$ cat src/hw/rtl/tci_pkg.sv
// shared constants for the triangle colour interpolation pipeline
package tci_pkg;
  localparam int NUM_STAGES = 15;
  localparam int REG_BITS = 24;
  localparam int INDEX_BITS = 3;
  localparam logic [INDEX_BITS-1:0] REG_V0_POS = 3'd0;
  localparam logic [INDEX_BITS-1:0] REG_V0_COL = 3'd1;
  localparam logic [INDEX_BITS-1:0] REG_V1_POS = 3'd2;
  localparam logic [INDEX_BITS-1:0] REG_V1_COL = 3'd3;
  localparam logic [INDEX_BITS-1:0] REG_V2_POS = 3'd4;
  localparam logic [INDEX_BITS-1:0] REG_V2_COL = 3'd5;
  localparam int ST_DELTA = 0;
  localparam int ST_PROD = 1;
  localparam int ST_CROSS = 2;
  localparam int ST_MUL = 3;
  localparam int ST_SUM = 4;
  localparam int ST_NORM = 5;
  localparam int ST_RANGE = 6;
  localparam int ST_DIV = 7;
  localparam int QUOT_BITS = 8;
endpackage

$ cat src/hw/rtl/tci_chan.sv
// one colour channel: plane numerator and pipelined restoring division
module tci_chan import tci_pkg::*; #(
  parameter int COORD_BITS = 12
) (
  input  logic                           clk,
  input  logic [NUM_STAGES-1:0]          en,
  input  logic [7:0]                     col0,
  input  logic [7:0]                     col1,
  input  logic [7:0]                     col2,
  input  logic signed [COORD_BITS:0]     dx1,
  input  logic signed [COORD_BITS:0]     dy1,
  input  logic signed [COORD_BITS:0]     dx2,
  input  logic signed [COORD_BITS:0]     dy2,
  input  logic signed [COORD_BITS:0]     ex,
  input  logic signed [COORD_BITS:0]     ey,
  input  logic signed [2*COORD_BITS+2:0] nz,
  output logic [7:0]                     level
);
  localparam int C = COORD_BITS;
  localparam int MW = C+10;
  localparam int NW = C+11;
  localparam int AW = 2*C+12;
  localparam int SW = 2*C+14;
  localparam int RW = 2*C+15;
  localparam int DW = 2*C+3;

  logic signed [8:0] c0_0, dc1, dc2, c0_1, c0_2;
  logic signed [MW-1:0] m1, m2, m3, m4;
  logic signed [NW-1:0] nx, ny;
  logic signed [AW-1:0] pa, pb, cz;
  logic signed [DW-1:0] nz3, nz4;
  logic signed [SW-1:0] num;
  logic signed [RW-1:0] n5;
  logic [DW-1:0] d5;

  logic signed [RW-1:0] r [0:QUOT_BITS];
  logic [DW-1:0] d [0:QUOT_BITS];
  logic [QUOT_BITS-1:0] q [0:QUOT_BITS];
  logic under [0:QUOT_BITS];
  logic over [0:QUOT_BITS];

  always_ff @(posedge clk) begin
    if (en[ST_DELTA]) begin
      c0_0 <= $signed({1'b0, col0});
      dc1 <= $signed({1'b0, col1}) - $signed({1'b0, col0});
      dc2 <= $signed({1'b0, col2}) - $signed({1'b0, col0});
    end
    if (en[ST_PROD]) begin
      m1 <= MW'(dy1 * dc2);
      m2 <= MW'(dc1 * dy2);
      m3 <= MW'(dc1 * dx2);
      m4 <= MW'(dx1 * dc2);
      c0_1 <= c0_0;
    end
    if (en[ST_CROSS]) begin
      nx <= NW'(m1) - NW'(m2);
      ny <= NW'(m3) - NW'(m4);
      c0_2 <= c0_1;
    end
    if (en[ST_MUL]) begin
      pa <= AW'(nx * ex);
      pb <= AW'(ny * ey);
      cz <= AW'(c0_2 * nz);
      nz3 <= nz;
    end
    if (en[ST_SUM]) begin
      num <= SW'(cz) - SW'(pa) - SW'(pb);
      nz4 <= nz3;
    end
    if (en[ST_NORM]) begin
      // make the divisor positive
      if (nz4 < 0) begin
        n5 <= -RW'(num);
        d5 <= DW'(-nz4);
      end else begin
        n5 <= RW'(num);
        d5 <= DW'(nz4);
      end
    end
    if (en[ST_RANGE]) begin
      r[0] <= n5;
      d[0] <= d5;
      q[0] <= '0;
      under[0] <= (n5 < 0);
      over[0] <= (n5 >= $signed(RW'(d5) << QUOT_BITS));
    end
  end

  for (genvar j = 0; j < QUOT_BITS; j++) begin : g_step
    localparam int B = QUOT_BITS-1-j;
    logic signed [RW-1:0] trial;
    assign trial = r[j] - $signed(RW'(d[j]) << B);
    always_ff @(posedge clk) begin
      if (en[ST_DIV+j]) begin
        d[j+1] <= d[j];
        under[j+1] <= under[j];
        over[j+1] <= over[j];
        if (trial >= 0) begin
          r[j+1] <= trial;
          q[j+1] <= q[j] | (QUOT_BITS'(1) << B);
        end else begin
          r[j+1] <= r[j];
          q[j+1] <= q[j];
        end
      end
    end
  end

  assign level = under[QUOT_BITS] ? 8'd0 : (over[QUOT_BITS] ? 8'd255 : q[QUOT_BITS]);
endmodule

$ cat config.mk
export PLATFORM = sky130hd
export DESIGN_NAME = tci_chan
export DESIGN_NICKNAME = d
export VERILOG_FILES = /design/src/hw/rtl/tci_pkg.sv /design/src/hw/rtl/tci_chan.sv
export SDC_FILE = /design/constraint.sdc
export NUM_CORES = 2
export LEC_CHECK = 0
export BUFFER_PORTS_ARGS = -buffer_cell sky130_fd_sc_hd__buf_4
export CORE_UTILIZATION = 55
export DETAILED_ROUTE_END_ITERATION = 6
export GPL_ROUTABILITY_DRIVEN = 0
export PLACE_DENSITY = 0.8
export SLEW_MARGIN = 20
export SYNTH_ARGS = -nofsm -noshare
export SYNTH_HDL_FRONTEND = slang
export SYNTH_SLANG_ARGS = --single-unit
$ cat constraint.sdc
create_clock -name clk -period 6.3 [get_ports clk]
set_input_delay 0.63 -clock clk [delete_from_list [all_inputs] [get_ports clk]]
set_output_delay 0.63 -clock clk [all_outputs]
set_load 0.01 [all_outputs]
### Word-level counts from Yosys, hierarchy flattened

Memory sizes are Yosys's and may differ from the RTL's.
Cells that the tools add are included.
W data, S select, Z words.

| storage, ports and cells | value |
|---|---|
| bits in registers | 442 |
| bits in writable memories | 684 |
| input bits | 145 |
| output and inout bits | 8 |
| logic and storage cells | 160 |
| memories | 5 |

| operators by class | value |
|---|---|
| add/subtract/negate cells | 16 |
| multiply operators | 7 |
| order comparisons | 11 |
| mux-type cells | 86 |
| bitwise logic cells | 16 |

Memories:

| memory | words | width | rd ports | clocked after Yosys merged registers in | write ports | line | source |
|---|---|---|---|---|---|---|---|
| r | 9 | 39 | 8 | 0 | 9 | tci_chan.sv:36 | `logic signed [RW-1:0] r [0:QUOT_BITS];` |
| d | 9 | 27 | 8 | 0 | 9 | tci_chan.sv:37 | `logic [DW-1:0] d [0:QUOT_BITS];` |
| q | 9 | 8 | 9 | 0 | 9 | tci_chan.sv:38 | `logic [QUOT_BITS-1:0] q [0:QUOT_BITS];` |
| over | 9 | 1 | 9 | 0 | 9 | tci_chan.sv:40 | `logic over [0:QUOT_BITS];` |
| under | 9 | 1 | 9 | 0 | 9 | tci_chan.sv:39 | `logic under [0:QUOT_BITS];` |

Operators with widths:

| kind | count |
|---|---|
| $mux W39 | 9 |
| $ge A39 B1 Y1 const B | 8 |
| $mux W8 | 10 |
| $mul A23 B13 Y36 | 2 |
| $mux W1 | 66 |
| $sub A22 B22 Y23 | 2 |
| $mul A13 B9 Y22 | 2 |
| $mul A9 B13 Y22 | 2 |
| $ge A39 B36 Y1 | 1 |
| $lt A39 B1 Y1 const B | 1 |
| $neg A38 Y39 | 1 |
| $sub A39 B28 Y39 | 1 |
| $sub A39 B29 Y39 | 1 |
| $sub A39 B30 Y39 | 1 |
| $sub A39 B31 Y39 | 1 |
| $sub A39 B32 Y39 | 1 |
| $sub A39 B33 Y39 | 1 |
| $sub A39 B34 Y39 | 1 |
| $sub A39 B35 Y39 | 1 |
| $sub A37 B36 Y38 | 1 |
| $sub A36 B36 Y37 | 1 |
| $mul A9 B27 Y36 | 1 |
| $lt A27 B1 Y1 const B | 1 |
| $mux W27 | 1 |
| 3 further kinds | 19 |

### Logic depth before layout (Yosys ltp)

An unclocked memory read counts as a cell.

| logic depth | value |
|---|---|
| word-level depth | 7 |
| mapped depth | 25 |

### Worst setup path after synthesis

Ideal clock, no wire load.

| timing | value |
|---|---|
| path type | input to register |
| start point | input ex[4] |
| end point | register pa[35] (data pin) |
| library setup time | 0.268 ns |
| arrival | 6.331 ns |
| slack | -0.298 ns |
| stages | 21 |
| path buffers | 1 |
| cells stage by stage | clkbuf_1 -> nand2_1 -> fa_1 -> fa_1 -> inv_1 -> fa_1 -> fa_1 -> fa_1 -> fa_1 -> ha_1 -> a21o_1 -> a21o_1 -> a2111oi_1 -> nor2_1 -> o311ai_1 -> o21ai_0 -> a21oi_1 -> nor2b_1 -> o21a_1 -> o41ai_1 -> xnor2_1 |

| on the way | value |
|---|---|
| word-level cells in the longest chain between the ends | 1 |

RTL lines:

| what | line | source |
|---|---|---|
| from (decl) | tci_chan.sv:14 | `input logic signed [COORD_BITS:0] ex,` |
| $mul A23 B13 Y36 | tci_chan.sv:61 | `pa <= AW'(nx * ex);` |
| to (signal assigned) | tci_chan.sv:61 |  |
| to (decl) | tci_chan.sv:30 | `logic signed [AW-1:0] pa, pb, cz;` |

No other way between the ends.
A chain may end at the register's enable or synchronous reset.

### Worst setup path after layout

| timing | value |
|---|---|
| start point | register nx[8] |
| end point | register pa[34] (data pin) |

| on the way | value |
|---|---|
| word-level cells in the longest chain between the ends | 1 |

RTL lines:

| what | line | source |
|---|---|---|
| from (decl) | tci_chan.sv:29 | `logic signed [NW-1:0] nx, ny;` |
| from (signal assigned) | tci_chan.sv:56 | `nx <= NW'(m1) - NW'(m2);` |
| $mul A23 B13 Y36 | tci_chan.sv:61 |  |

No other way between the ends.

==> metrics.txt <==
final instance area 105000 µm²; Yosys top cell area share about a third; first-pass GRT wire length between 300000 and 400000 µm; maximum clock frequency around 0.16 GHz; via count of the first global-routing pass 68594; maximum cell stage delay along the critical path approximately 0.55 ns; net count of the mapped netlist about 11000; Via-to-Cell Ratio roughly 5.5; number of remaining DRC errors 0; library cell occupying the most area in the post-synthesis netlist sky130_fd_sc_hd__edfxtp_1; total number of H-tree levels 3; leading cell types by total area after synthesis sky130_fd_sc_hd__edfxtp_1 32%, sky130_fd_sc_hd__fa_1 24%, sky130_fd_sc_hd__ha_1 10%; classification of the worst setup path reg -> reg; number of instances in the synthesized netlist approximately 9000; number of hold violations in the final report 0; clock-pin slew reported for the worst setup and hold paths after clock tree synthesis around 0.06 ns; Synth Area per Inst 10.6 µm²; area of the die between 150000 and 200000 µm²; final critical-path share of the clock period between 90 and 100%; register bit count reported by yosys 1023; ports placed on the boundary 153; total of hold buffers inserted after clock tree synthesis 0; maximum buffer depth of the clock tree 3; net total in the final layout around 11000; CTS tree built; highest-count cells in the layout ignoring fill and taps 1536 x sky130_fd_sc_hd__inv_1, 1145 x sky130_fd_sc_hd__fa_1, 1023 x sky130_fd_sc_hd__edfxtp_1; CTS Sinks 1023; Overall Global Routing Usage between 20% and 30%; critical path, cell by cell buf_4 > buf_4 > nand2_1 > fa_1 > fa_1 > inv_1 > fa_1 > fa_1 > fa_1 > ha_1 > ha_4 > a21o_1 > a21o_1 > a2111oi_4 > nor3_2 > o311ai_2 > a21boi_1 > o21a_1 > nor3_2 > o21bai_1 > a21oi_1 > xnor2_1; count of cell types in the netlist slightly above 90; number of port buffers ~150; root buf cell sky130_fd_sc_hd__clkbuf_16; largest net degree at the start of global routing 75; count of max-cap constraint violations 0; startpoint types flip-flop; RSZ-0062 raised after global routing yes; drt wl/cell 17.6 µm; maximum fanout count along the critical path 8; overall die width about 420 µm; leading cell type in the layout, fill and taps excluded sky130_fd_sc_hd__inv_1; most used flip-flop cell after synthesis sky130_fd_sc_hd__edfxtp_1; number of DRC markers in iteration 0 4067; setup clock skew after layout 0.0547 ns; Routed WL a little over 200000 µm; antenna violations before repair 27; GRT Residual Overflow 0; count of standard-cell rows about 150; Post-synth ARST share 0%; result of the run complete, no violations; CP top delay family adder cells; Slew headroom 30.7%; number of setup violations in the final report 0; sequential fraction of the synthesis area about a third; fill count roughly 13000; Via Count between 60000 and 70000; number of buffers and inverters on the critical path 3; worst skew pair latency around 0.77 ns; Die Y-Extent around 420 µm; data arrival time of the worst path roughly 6.8 ns; drt pass-1 iters 6; core area between 150000 and 200000 µm²; measured slew at the worst slew-check pin 1.04 ns; Inserted Clock Buffers about 110; Placed Instance Area between 100000 and 150000 µm²; netlist area before placement approximately 95000 µm²; required time of the critical path approximately 6.8 ns; path category of the worst min-delay check in -> reg; fraction of layout cells with a size suffix above 1 under 10%; Post-synth EDFFs a little over 1000; hold slack just over 0.08 ns; clock period minus final worst setup slack around 6.3 ns; Initial Util between 50% and 60%; cell with the largest stage delay on the worst path sky130_fd_sc_hd__fa_1; area overhead of the layout relative to synthesis 10.1%; detailed placer's ending HPWL between 150000 and 200000 µm; number of nets with antenna violations after detailed routing 0; YS warnings 0; Final Slew Violations 0; cell repeated most along the worst path sky130_fd_sc_hd__fa_1; endpoint type of the worst setup path flip-flop
==> registers in the layout, summed over array words and instances (netlist names), 23 cells and up <==
signal and count:
r 312, d 216, n5 39, num 38, cz 36, pa 36, pb 36, q 36
d5 27, nz3 27, nz4 27, nx 23, ny 23
==> worst reg2reg max path: stages (launching register included) <==
cell	delay [ns]
sky130_fd_sc_hd__edfxtp_1	0.45
sky130_fd_sc_hd__buf_4	0.17
sky130_fd_sc_hd__buf_4	0.16
sky130_fd_sc_hd__nand2_1	0.10
sky130_fd_sc_hd__fa_1	0.44
sky130_fd_sc_hd__fa_1	0.52
sky130_fd_sc_hd__inv_1	0.06
sky130_fd_sc_hd__fa_1	0.55
sky130_fd_sc_hd__fa_1	0.43
sky130_fd_sc_hd__fa_1	0.46
sky130_fd_sc_hd__ha_1	0.34
sky130_fd_sc_hd__ha_4	0.23
sky130_fd_sc_hd__a21o_1	0.16
sky130_fd_sc_hd__a21o_1	0.20
sky130_fd_sc_hd__a2111oi_4	0.44
sky130_fd_sc_hd__nor3_2	0.10
sky130_fd_sc_hd__o311ai_2	0.30
sky130_fd_sc_hd__a21boi_1	0.13
sky130_fd_sc_hd__o21a_1	0.24
sky130_fd_sc_hd__nor3_2	0.19
sky130_fd_sc_hd__o21bai_1	0.08
sky130_fd_sc_hd__a21oi_1	0.21
sky130_fd_sc_hd__xnor2_1	0.10
==> what timing repair did <==
| action | 4_1_cts | 5_1_grt |
|---|---|---|
| setup buffers | 9 | 27 |
| gates resized for setup | 7 | 82 |
| pin swaps | 8 | 64 |
| endpoints found under the setup margin | 9 | 22 |
==> layer usage <==
| layer | wire length (µm) | vias up | GRT usage, % |
|---|---|---|---|
| met5 | 160 | - | 0 |
| met1 | 76000 | 31417 | 26.5 |
| li1 | - | 29947 | - |
| met3 | 12300 | 641 | 4.14 |
| met2 | 104000 | 2160 | 43.0 |
| met4 | 13500 | 26 | 14.2 |
==> through the flow <==
step | cells | setup slack (ns) | setup TNS, ns | util [%]
after global routing | 11704 | -0.256 | -0.682 | 61.0
after CTS | 11667 | 0.00544 | 0 | 60.7
after detailed placement | 11461 | -0.404 | -2.96 | 58.6
after floorplan | 8964 | 0.00942 | 0 | -
after global placement | 11461 | -0.425 | -2.00 | 58.6
final | 11707 | 0.00849 | 0 | 61.0
==> logic make-up after synthesis <==
group                    synth area share, %
XOR/XNOR                                5.04
AND/OR/NAND/NOR                         12.3
flip-flops                              32.3
AO/OA/AOI/OAI                           8.29
buffers and inverters                   7.10
adder cells (fa/ha/maj)                 34.4
multiplexers                           0.667
==> Yosys cell counts, types with 86 or more instances <==
master / count
sky130_fd_sc_hd__nor2_1: 326
sky130_fd_sc_hd__clkbuf_1: 229
sky130_fd_sc_hd__edfxtp_1: 1023
sky130_fd_sc_hd__nand2b_1: 116
sky130_fd_sc_hd__a21oi_1: 361
sky130_fd_sc_hd__a21o_1: 177
sky130_fd_sc_hd__xnor2_1: 373
sky130_fd_sc_hd__inv_1: 1540
sky130_fd_sc_hd__nor3_1: 97
sky130_fd_sc_hd__fa_1: 1151
sky130_fd_sc_hd__xor2_1: 175
sky130_fd_sc_hd__and2_1: 555
sky130_fd_sc_hd__o21a_1: 86
sky130_fd_sc_hd__o21ai_0: 277
sky130_fd_sc_hd__ha_1: 774
sky130_fd_sc_hd__nand2_1: 943
==> final timing paths <==
kind / slack, ns / startpoint / depth (start not counted) / endpoint
worst max-delay path: 0.008 / nx[8]$_DFFE_PP_ / 22 / pa[34]$_DFFE_PP_
worst min-delay path: 0.08 / col0[6] / 1 / c0_0[6]$_DFFE_PP_
worst max register to register: 0.008 / nx[8]$_DFFE_PP_ / 22 / pa[34]$_DFFE_PP_
worst min register to register: 0.37 / nz3[6]$_DFFE_PP_ / 0 / nz4[6]$_DFFE_PP_
==> final cells by class <==
| cell class | count | area [µm²] | area share [%] |
|---|---|---|---|
| Sequential cell | 1023 | 30700 | 29.3 |
| Inverter | 1542 | 5790 | 5.52 |
| Multi-Input combinational cell | 6147 | 58200 | 55.5 |
| Clock inverter | 75 | 732 | 0.698 |
| Antenna cell | 14 | 35.0 | 0.0334 |
| Tap cell | 2310 | 2890 | 2.76 |
| Clock buffer | 122 | 2710 | 2.59 |
| Timing Repair Buffer | 474 | 3750 | 3.58 |
Power is not shown: default switching activity piles up to over one toggle a cycle in this logic, so the estimate is an artifact.
