<file path="src/hw/rtl/tci_pkg.sv">
// shared constants for the triangle colour interpolation pipeline
package tci_pkg;
  localparam int NUM_STAGES = 15;
  localparam int REG_BITS = 24;
  localparam int INDEX_BITS = 3;
  localparam logic [INDEX_BITS-1:0] REG_V0_POS = 3'd0;
  localparam logic [INDEX_BITS-1:0] REG_V0_COL = 3'd1;
  localparam logic [INDEX_BITS-1:0] REG_V1_POS = 3'd2;
  localparam logic [INDEX_BITS-1:0] REG_V1_COL = 3'd3;
  localparam logic [INDEX_BITS-1:0] REG_V2_POS = 3'd4;
  localparam logic [INDEX_BITS-1:0] REG_V2_COL = 3'd5;
  localparam int ST_DELTA = 0;
  localparam int ST_PROD = 1;
  localparam int ST_CROSS = 2;
  localparam int ST_MUL = 3;
  localparam int ST_SUM = 4;
  localparam int ST_NORM = 5;
  localparam int ST_RANGE = 6;
  localparam int ST_DIV = 7;
  localparam int QUOT_BITS = 8;
endpackage

</file>
<file path="src/hw/rtl/tci_geom.sv">
// geometry stages: edge deltas, pixel offsets and the xy cross product
module tci_geom import tci_pkg::*; #(
  parameter int COORD_BITS = 12
) (
  input  logic                         clk,
  input  logic [NUM_STAGES-1:0]        en,
  input  logic [REG_BITS-1:0]          pos0,
  input  logic [REG_BITS-1:0]          pos1,
  input  logic [REG_BITS-1:0]          pos2,
  input  logic [COORD_BITS-1:0]        pixel_x,
  input  logic [COORD_BITS-1:0]        pixel_y,
  output logic signed [COORD_BITS:0]   dx1,
  output logic signed [COORD_BITS:0]   dy1,
  output logic signed [COORD_BITS:0]   dx2,
  output logic signed [COORD_BITS:0]   dy2,
  output logic signed [COORD_BITS:0]   ex,
  output logic signed [COORD_BITS:0]   ey,
  output logic signed [2*COORD_BITS+2:0] nz,
  output logic                         flat
);
  localparam int C = COORD_BITS;
  localparam int PW = 2*C+2;

  function automatic logic signed [C:0] xof(input logic [REG_BITS-1:0] p);
    return $signed({1'b0, p[C-1:0]});
  endfunction

  function automatic logic signed [C:0] yof(input logic [REG_BITS-1:0] p);
    logic [2*REG_BITS-1:0] w;
    w = {{REG_BITS{1'b0}}, p} >> C;
    return $signed({1'b0, w[C-1:0]});
  endfunction

  logic signed [C:0] ex0, ey0, ex1, ey1;
  logic signed [PW-1:0] p1, p2;

  always_ff @(posedge clk) begin
    if (en[ST_DELTA]) begin
      dx1 <= xof(pos1) - xof(pos0);
      dy1 <= yof(pos1) - yof(pos0);
      dx2 <= xof(pos2) - xof(pos0);
      dy2 <= yof(pos2) - yof(pos0);
      ex0 <= $signed({1'b0, pixel_x}) - xof(pos0);
      ey0 <= $signed({1'b0, pixel_y}) - yof(pos0);
    end
    if (en[ST_PROD]) begin
      p1 <= PW'(dx1 * dy2);
      p2 <= PW'(dy1 * dx2);
      ex1 <= ex0;
      ey1 <= ey0;
    end
    if (en[ST_CROSS]) begin
      nz <= (PW+1)'(p1) - (PW+1)'(p2);
      flat <= (p1 == p2);
      ex <= ex1;
      ey <= ey1;
    end
  end
endmodule

</file>
<file path="config.mk">
export PLATFORM = sky130hd
export DESIGN_NAME = tci_geom
export DESIGN_NICKNAME = d
export VERILOG_FILES = /design/src/hw/rtl/tci_pkg.sv /design/src/hw/rtl/tci_geom.sv
export SDC_FILE = /design/constraint.sdc
export NUM_CORES = 1
export LEC_CHECK = 0
export BUFFER_PORTS_ARGS = -buffer_cell sky130_fd_sc_hd__buf_2
export CORE_MARGIN = 2
export CORE_UTILIZATION = 55
export CTS_CLUSTER_DIAMETER = 150
export CTS_CLUSTER_SIZE = 25
export DETAILED_ROUTE_END_ITERATION = 10
export HOLD_SLACK_MARGIN = 0.05
export PLACE_DENSITY = 0.84
export SLEW_MARGIN = 30
export SYNTH_ARGS = -nofsm -noshare
export SYNTH_HDL_FRONTEND = slang
export SYNTH_SLANG_ARGS = --single-unit
</file>
<file path="constraint.sdc">
create_clock -name clk -period 10.54 [get_ports clk]
set_clock_uncertainty 0.2 [all_clocks]
set_input_delay 1.054 -clock clk [delete_from_list [all_inputs] [get_ports clk]]
set_output_delay 1.054 -clock clk [all_outputs]
set_load 0.01 [all_outputs]
</file>
Yosys cells after proc, flatten, opt, wreduce, memory -nomap -nowiden

Index checks and enable logic that the tools add are counted.

Input bits: 112
Flip-flop bits (word level): 210
Word-level logic and storage cells: 24

Add/subtract/negate cells: 7
Multipliers: 2
Eq/ne operators: 1

Operators with widths:

| kind           | count |
|---|---|
| $sub 12x12->13 | 6 |
| $mul 13x13->26 | 2 |
| $sub 26x26->27 | 1 |
| $eq 26x26->1   | 1 |

Depth between registers and ports, before layout

Gate-level depths: netlist of run 1.

Depth in word-level cells: 1
Depth in mapped cells: 23
Depth with buffers taken out: 22

Worst setup path after synthesis of run 1

OpenSTA, ideal clock, no wires.

Path kind: reg2reg
From: reg dy2[1]
To: reg p1[22] (data pin)
Arrival time: 5.523 ns
Buffers on the path: 1
Library setup time: 0.262 ns
Path slack: 4.555 ns
Stages on the path, launching flop included: 22
Required time: 10.078 ns
Cell sequence: edfxtp_1 clkbuf_1 and2_1 fa_1 inv_1 fa_1 inv_1 fa_1 inv_1 fa_1 inv_1 fa_1 ha_1 ha_1 nand3_1 o21ai_1 o41a_1 o21a_1 a311o_1 a21oi_2 a21oi_1 xor2_1

Longest elaborated chain between the ends: 1

RTL lines:

| element                | RTL line       | RTL |
|---|---|---|
| start, declared        | tci_geom.sv:15 | `output logic signed [COORD_BITS:0] dy2,` |
| start signal, assigned | tci_geom.sv:42 | `dy2 <= yof(pos2) - yof(pos0);` |
| $mul 13x13->26         | tci_geom.sv:47 | `p1 <= PW'(dx1 * dy2);` |
| end signal, assigned   | tci_geom.sv:47 |  |
| end, declared          | tci_geom.sv:35 | `logic signed [PW-1:0] p1, p2;` |

No other way between the ends.
A chain may end at the register's enable or synchronous reset.

Worst setup path after layout of run 1

From: reg dy1[11]
To: reg p2[25] (data pin)

Longest elaborated chain between the ends: 1

RTL lines:

| element                | RTL line       | RTL |
|---|---|---|
| start, declared        | tci_geom.sv:13 | `output logic signed [COORD_BITS:0] dy1,` |
| start signal, assigned | tci_geom.sv:40 | `dy1 <= yof(pos1) - yof(pos0);` |
| $mul 13x13->26         | tci_geom.sv:48 | `p2 <= PW'(dy1 * dx2);` |
| end signal, assigned   | tci_geom.sv:48 |  |
| end, declared          | tci_geom.sv:35 |  |

No other way between the ends.

==> run metrics, run 1 <==
antenna-violating nets left 0; vias in the first global route 17619; Least-Margin Pin Slew between 0.8 and 0.9 ns; CTS resizes 0; DRT iter0 DRCs 932; crit end category flip-flop; Syn Inst Count about 2200; mux contribution to synthesized area less than 1%; Max Cap Viol 0; biggest regs nz: 27 flops, p1: 26 flops, p2: 26 flops; largest net degree at the start of global routing between 70 and 80; Synth-to-Final Area Change 8.19%; Rows 75; die height ~210 um; total CTS buffers 12; Min Clock Period, post-route roughly 6.5 ns; ys async rst share 0%; Layout Nets between 3000 and 4000; crit start category flip-flop; top post-synthesis cells by area fa_1 29%, edfxtp_1 27%, ha_1 13%; Synth cell types between 50 and 60; die area 43700 um2; remaining global-route overflow 0; critical path arrival approximately 6.6 ns; Remaining DRCs 0; worst-path fanout max 14; H-tree levels 1; Die X 209 um; Avg Inst Size Synth ~11 um2; first-pass GRT wire length 88600 um; Slew HR approximately 44%; Max clock buf depth 3; drt first pass iters 5; DR WL/cell between 15 and 20 um; Synth Area in Compound Gates around 6.7%; share of layout cells above drive strength 1 just under 10%; gpl congestion between 0.9 and 1; Post-Syn Nets between 2000 and 3000; top post-synthesis cells by count 444 x inv_1, 331 x fa_1, 232 x ha_1; initial antenna violation count 8; synthesized-area fraction occupied by adder cells around 41%; Largest Register nz; status finished, final reports clean; Final Cycle Share about 62%; GRT Util Overall approximately 26%; Final Hold Vio Count 0; #FFs+latches synth between 200 and 250; Initial Utilization approximately 55%; Slew Viols, Final 0; yosys warns 0; Hold Crit Class reg -> reg; Post-synth EDFFs between 200 and 250; most frequent cell after synthesis inv_1; Critical Path RT 10.57 ns; RSZ-0062 raised after global routing no; Largest register FFs 27; CTS tree yes; Post-CTS Setup Repair Bufs 0; main flop type after synthesis edfxtp_1; Post-Synth Simple-Gate Area a little under an eighth; fill count 3246; Setup violations, final 0; XOR/XNOR share of the synthesized area about 5.2%; Floorplan Core Area 41800 um2; DP Wirelength between 40000 and 50000 um; crit path kind reg -> reg; fmax 153 MHz; Skew-Pair Late Insertion Delay 0.48 ns; via/cell ratio between 5 and 6; number of clock sinks between 200 and 250; CTS clk-pin slew, worst paths 0.11 ns; final WL 54800 um; PortBufs 205; vias after detailed routing ~16000; Total Negative Setup Slacks 0 ns; main combinational cell family by area after synthesis adder cells; Mapped Area roughly 23000 um2; Yosys top cell by area fa_1; hold_buf cts 0; post-synth top area share between 20% and 30%; Root Driver clkbuf_16; Top Ports between 200 and 250; register area share after synthesis between 20% and 30%
## final cells by class
class                      count  area (um2)  share of cell area, %
sequential                   210        6310                   25.2
antenna                        3        7.51                 0.0300
clock inverter                 3        45.0                  0.180
tap                          539         674                   2.69
clock buffer                  13         325                   1.30
inverter                     445        1670                   6.67
timing repair buffer         207        1050                   4.21
multi-input combinational   1485       14900                   59.7
## path summary, 6_finish.rpt
| kind | start | end | slack, ns | cells past startpoint |
|---|---|---|---|---|
| hold reg to reg | ex0[7] | ex1[7] | 0.22 | 0 |
| setup / recovery | dy1[11] | p2[25] | 4.02 | 18 |
| setup reg to reg | dy1[11] | p2[25] | 4.02 | 18 |
| hold / removal | ex0[7] | ex1[7] | 0.22 | 0 |
## kinds of logic after synthesis
kind of cell	after synthesis
mux	1
compound gates	243
flops	210
simple gates	541
fa+ha+maj	563
buf+inv	500
xor+xnor	137
## critical path: stages, from the launching register on
cell      delay, ns
edfxtp_1       0.66
and2_1         0.30
fa_1           0.53
inv_1          0.05
fa_1           0.51
inv_1          0.06
fa_1           0.49
fa_1           0.57
fa_1           0.42
fa_1           0.44
ha_1           0.33
inv_1          0.08
nor2_1         0.08
or4_1          0.41
o21ai_1        0.29
o21a_1         0.24
o21ai_1        0.16
a221oi_2       0.30
xnor2_1        0.13
## cell usage in the layout (no fill, tap or decap), drive strengths merged, types with 2 or more instances in the layout
| cell | count |
|---|---|
| diode | 3 |
| and2 | 153 |
| or2 | 2 |
| a21oi | 77 |
| o31ai | 5 |
| nor2 | 63 |
| nor4 | 2 |
| a211oi | 10 |
| nand4 | 8 |
| buf | 207 |
| a41oi | 4 |
| nand2 | 219 |
| o211ai | 11 |
| o41a | 2 |
| nor3 | 13 |
| a31oi | 6 |
| clkbuf | 13 |
| xor2 | 45 |
| clkinv | 2 |
| o21bai | 5 |
| fa | 331 |
| edfxtp | 210 |
| and3 | 6 |
| inv | 445 |
| or3 | 2 |
| nand3 | 11 |
| o21a | 23 |
| xnor2 | 92 |
| nand2b | 29 |
| a221oi | 2 |
| nor2b | 29 |
| a21o | 33 |
| ha | 232 |
| o21ai | 53 |
## stage by stage
step	cells	cell area, um2	setup WS [ns]	utilization (%)	hold WS, ns
final	2905	25000	4.02	59.9	0.225
after global routing	2904	25000	3.69	59.9	0.231
after CTS	2902	25000	4.03	59.9	0.220
after detailed placement	2886	24600	4.06	59.0	0.205
after global placement	2886	24600	4.17	59.0	0.203
after floorplan	2195	23100	4.55	-	0.200
## layer usage
layer	global-route usage [%]	up-vias	wire, um
met5	0	-	59
met4	12.1	10	2990
met3	5.88	181	4570
met2	44.5	676	26500
met1	31.0	7976	20600
li1	-	7274	-
Power of run 1 is not shown: default switching activity piles up to over one toggle a cycle in this logic, so the estimate is an artifact.
==> run 2, diff against run 1 <==
- ABC_AREA: unset -> 1
- PLACE_DENSITY: 0.84 -> 0.83
- clock period: 10.54 -> 6.6 ns (I/O delays scaled with it)
==> run 2 against run 1 <==
Design area is 11% higher. First-iteration DRC count up 43%. Hold slack got worse by 0.00053 ns. Non-clock buffer count rose by 13. Utilization grew 0.059 points. Flip-flop and latch count is the same. Critical path type unchanged.
==> run metrics, run 2 <==
top post-synthesis cells by area fa_1 26%, edfxtp_1 24%, nand2_1 12% (was fa_1 29%, edfxtp_1 27%, ha_1 13%); crit end category flip-flop (unchanged); number of clock sinks 210 (unchanged); Min Clock Period, post-route 6.16 ns (was 6.52 ns); gpl congestion 0.969 (was 0.936); Final Cycle Share 93.4% (was 61.9%); most common cell after layout, fill and taps aside nand2_1 (was inv_1); Syn Inst Count 3103 (was 2195); most frequent cells in the layout 843 x nand2_1, 813 x inv_1, 331 x fa_1 (was 444 x inv_1, 331 x fa_1, 232 x ha_1); DRT iter0 DRCs 1335 (was 932); vias after detailed routing 20395 (was 16117); Root Driver clkbuf_16 (unchanged); worst-path fanout max 14 (unchanged); crit start category flip-flop (unchanged); status finished, final reports clean (unchanged); Largest Register nz (unchanged); largest net degree at the start of global routing 79 (unchanged); ys async rst share 0% (unchanged); post-synth top area share 25.7% (was 28.6%); Min Hold Slack 0.224 ns (was 0.225 ns); pre-CTS WS 0.567 ns (was 4.06 ns); die area 48600 um2 (was 43700 um2); Largest register FFs 27 (unchanged); Floorplan Core Area 46400 um2 (was 41800 um2); critical path arrival 6.19 ns (was 6.55 ns); Initial Utilization 55.6% (was 55.4%); CP Cell Sequence nand2_1, fa_1, inv_1, fa_1, inv_1, fa_1, fa_1, inv_1, fa_1, ha_1, ha_1, nand2_1, inv_1, nand2_1, nor3_1, nand3_1, nand4_1, nand2_1 (was and2_1, fa_1, inv_1, fa_1, inv_1, fa_1, fa_1, fa_1, fa_1, ha_1, inv_1, nor2_1, or4_1, o21ai_1, o21a_1, o21ai_1, a221oi_2, xnor2_1); Post-CTS Setup Repair Bufs 0 (unchanged); post-route setup slack 0.439 ns (was 4.02 ns); die height 220 um (was 209 um); Mapped Area 25800 um2 (was 23100 um2); crit path kind reg -> reg (unchanged); Synth-to-Final Area Change 7.97% (was 8.19%); Slew HR 45.6% (was 44.3%); critical path's slowest cell edfxtp_1 (unchanged); Top Ports 218 (unchanged); Max Cap Viol 0 (unchanged); Stages on worst setup path 18 (unchanged); fill count 3890 (was 3246); crit-path max cell delay 0.75 ns (was 0.66 ns); Crit. Startpoint dy2[1] (was dy1[11]); worst r2r path cells 18 (unchanged); H-tree levels 1 (unchanged); yosys warns 0 (unchanged); fin util 60.0% (was 59.9%); remaining global-route overflow 0 (unchanged); Synth cell types 36 (was 56); PortBufs 205 (unchanged); CP delay by family, top adder cells (unchanged); Layout Nets 3960 (was 3036); via/cell ratio 5.24 (was 5.55); Post-Syn Nets 3778 (was 2870); hold path cells 0 (unchanged); fmax 162 MHz (was 153 MHz); Least-Margin Pin Slew 0.816 ns (was 0.835 ns); setup slack, reg-to-reg 0.44 ns (was 4.02 ns); drt first pass iters 6 (was 5); crit path to p1[23] (was p2[25]); DR WL/cell 16.1 um (was 18.8 um); Setup violations, final 0 (unchanged); CTS resizes 0 (unchanged); Total Negative Setup Slacks 0 ns (unchanged); Die X 220 um (was 209 um); Hold Crit Class reg -> reg (unchanged); Yosys top cell by area fa_1 (unchanged); GRT Util Overall 26.5% (was 25.9%); FF-to-FF Start dy2[1] (was dy1[11]); DP Wirelength 52600 um (was 44100 um); CTS clk-pin slew, worst paths 0.10 ns (was 0.11 ns); hold_buf cts 0 (unchanged); top post-synthesis cells by count 843 x nand2_1, 813 x inv_1, 331 x fa_1 (was 444 x inv_1, 331 x fa_1, 232 x ha_1); biggest regs nz: 27 flops, p1: 26 flops, p2: 26 flops (unchanged); Post-synth EDFFs 210 (unchanged); initial antenna violation count 7 (was 8); main flop type after synthesis edfxtp_1 (unchanged); antenna-violating nets left 0 (unchanged); final WL 62800 um (was 54800 um); Max clock buf depth 3 (unchanged); Remaining DRCs 0 (unchanged); #FFs+latches synth 210 (unchanged); share of layout cells above drive strength 1 8.55% (was 9.73%); most frequent cell after synthesis nand2_1 (was inv_1); total CTS buffers 12 (unchanged); CTS tree yes (unchanged); Rows 79 (was 75); Final Hold Vio Count 0 (unchanged); Slew Viols, Final 0 (unchanged); first-pass GRT wire length 101000 um (was 88600 um); RSZ-0062 raised after global routing no (unchanged); Skew-Pair Late Insertion Delay 0.51 ns (was 0.48 ns); worst path bufs/invs 4 (was 3); register area share after synthesis 24.5% (was 27.3%); vias in the first global route 21038 (was 17619); capture point of the worst reg-to-reg path p1[23] (was p2[25]); Critical Path RT 6.63 ns (was 10.57 ns); Avg Inst Size Synth 8.30 um2 (was 10.5 um2); Critical Path Most Common Cell fa_1 (unchanged)
## run 2: cell count changes in the layout (fill, tap and decap cells not counted), sizes merged, moves of 21 or more
cell	change
inv	+371
nand4	+23
nand3	+120
nand2b	-29
nor2b	-29
and2	-150
xor2	+21
nand2	+635
a21o	-27
a21oi	+21
xnor2	-71
nor2	+87
## run 2: per-stage QoR
| step | instances | cell area [um2] |
|---|---|---|
| 5_1_grt | 3894 | 27800 |
| 6_report | 3895 | 27800 |
| 4_1_cts | 3894 | 27800 |
| 3_3_place_gp | 3878 | 27500 |
| 3_5_place_dp | 3878 | 27500 |
| 2_1_floorplan | 3103 | 25800 |
## run 2: layout make-up
| class | instances | area [um2] | area share (%) |
|---|---|---|---|
| tap | 607 | 759 | 2.73 |
| multi-input combinational | 2026 | 16200 | 58.2 |
| inverter | 815 | 3060 | 11.0 |
| clock inverter | 4 | 37.5 | 0.135 |
| antenna | 1 | 2.50 | 0.00900 |
| timing repair buffer | 220 | 1150 | 4.13 |
| sequential | 210 | 6310 | 22.7 |
| clock buffer | 12 | 300 | 1.08 |
## run 2: how the worst min path moves through the flow
stage | slack, ns | to | start
2_1_floorplan | 0.20 | ex1[0] | ex0[0]
6_report | 0.22 | ey[2] | ey1[2]
5_1_grt | 0.23 | ex[9] | ex1[9]
4_1_cts | 0.22 | ey[2] | ey1[2]
3_5_place_dp | 0.20 | ey1[3] | ey0[3]
3_3_place_gp | 0.20 | ex[12] | ex1[12]
## run 2: cell families after synthesis
group	count (synthesis)	synth area share [%]
XOR/XNOR	87	2.96
flip-flops	210	24.5
AND/OR/NAND/NOR	1203	19.2
adder cells (fa/ha/maj)	563	37.0
AO/OA/AOI/OAI	173	3.77
buffers and inverters	867	12.6
## run 2: per-layer routing
layer  up-vias  part of all wire, %  global-route usage, %
met2       821                   48                   45.7
met4         8                  4.7                   11.5
met1      9632                   39                   32.4
met5         -                0.076                      0
li1       9734                    -                      -
met3       200                  8.1                   5.24
## run 2: worst register-to-register path, delay by kind of cell, from the launching register on
| kind | cells | cell delay (ns) |
|---|---|---|
| adders and majority gates | 7 | 3.55 |
| and+or+nand+nor | 7 | 1.02 |
| DFF | 1 | 0.75 |
| buffers and inverters | 4 | 0.36 |
Power of run 2 is left out for the same reason.
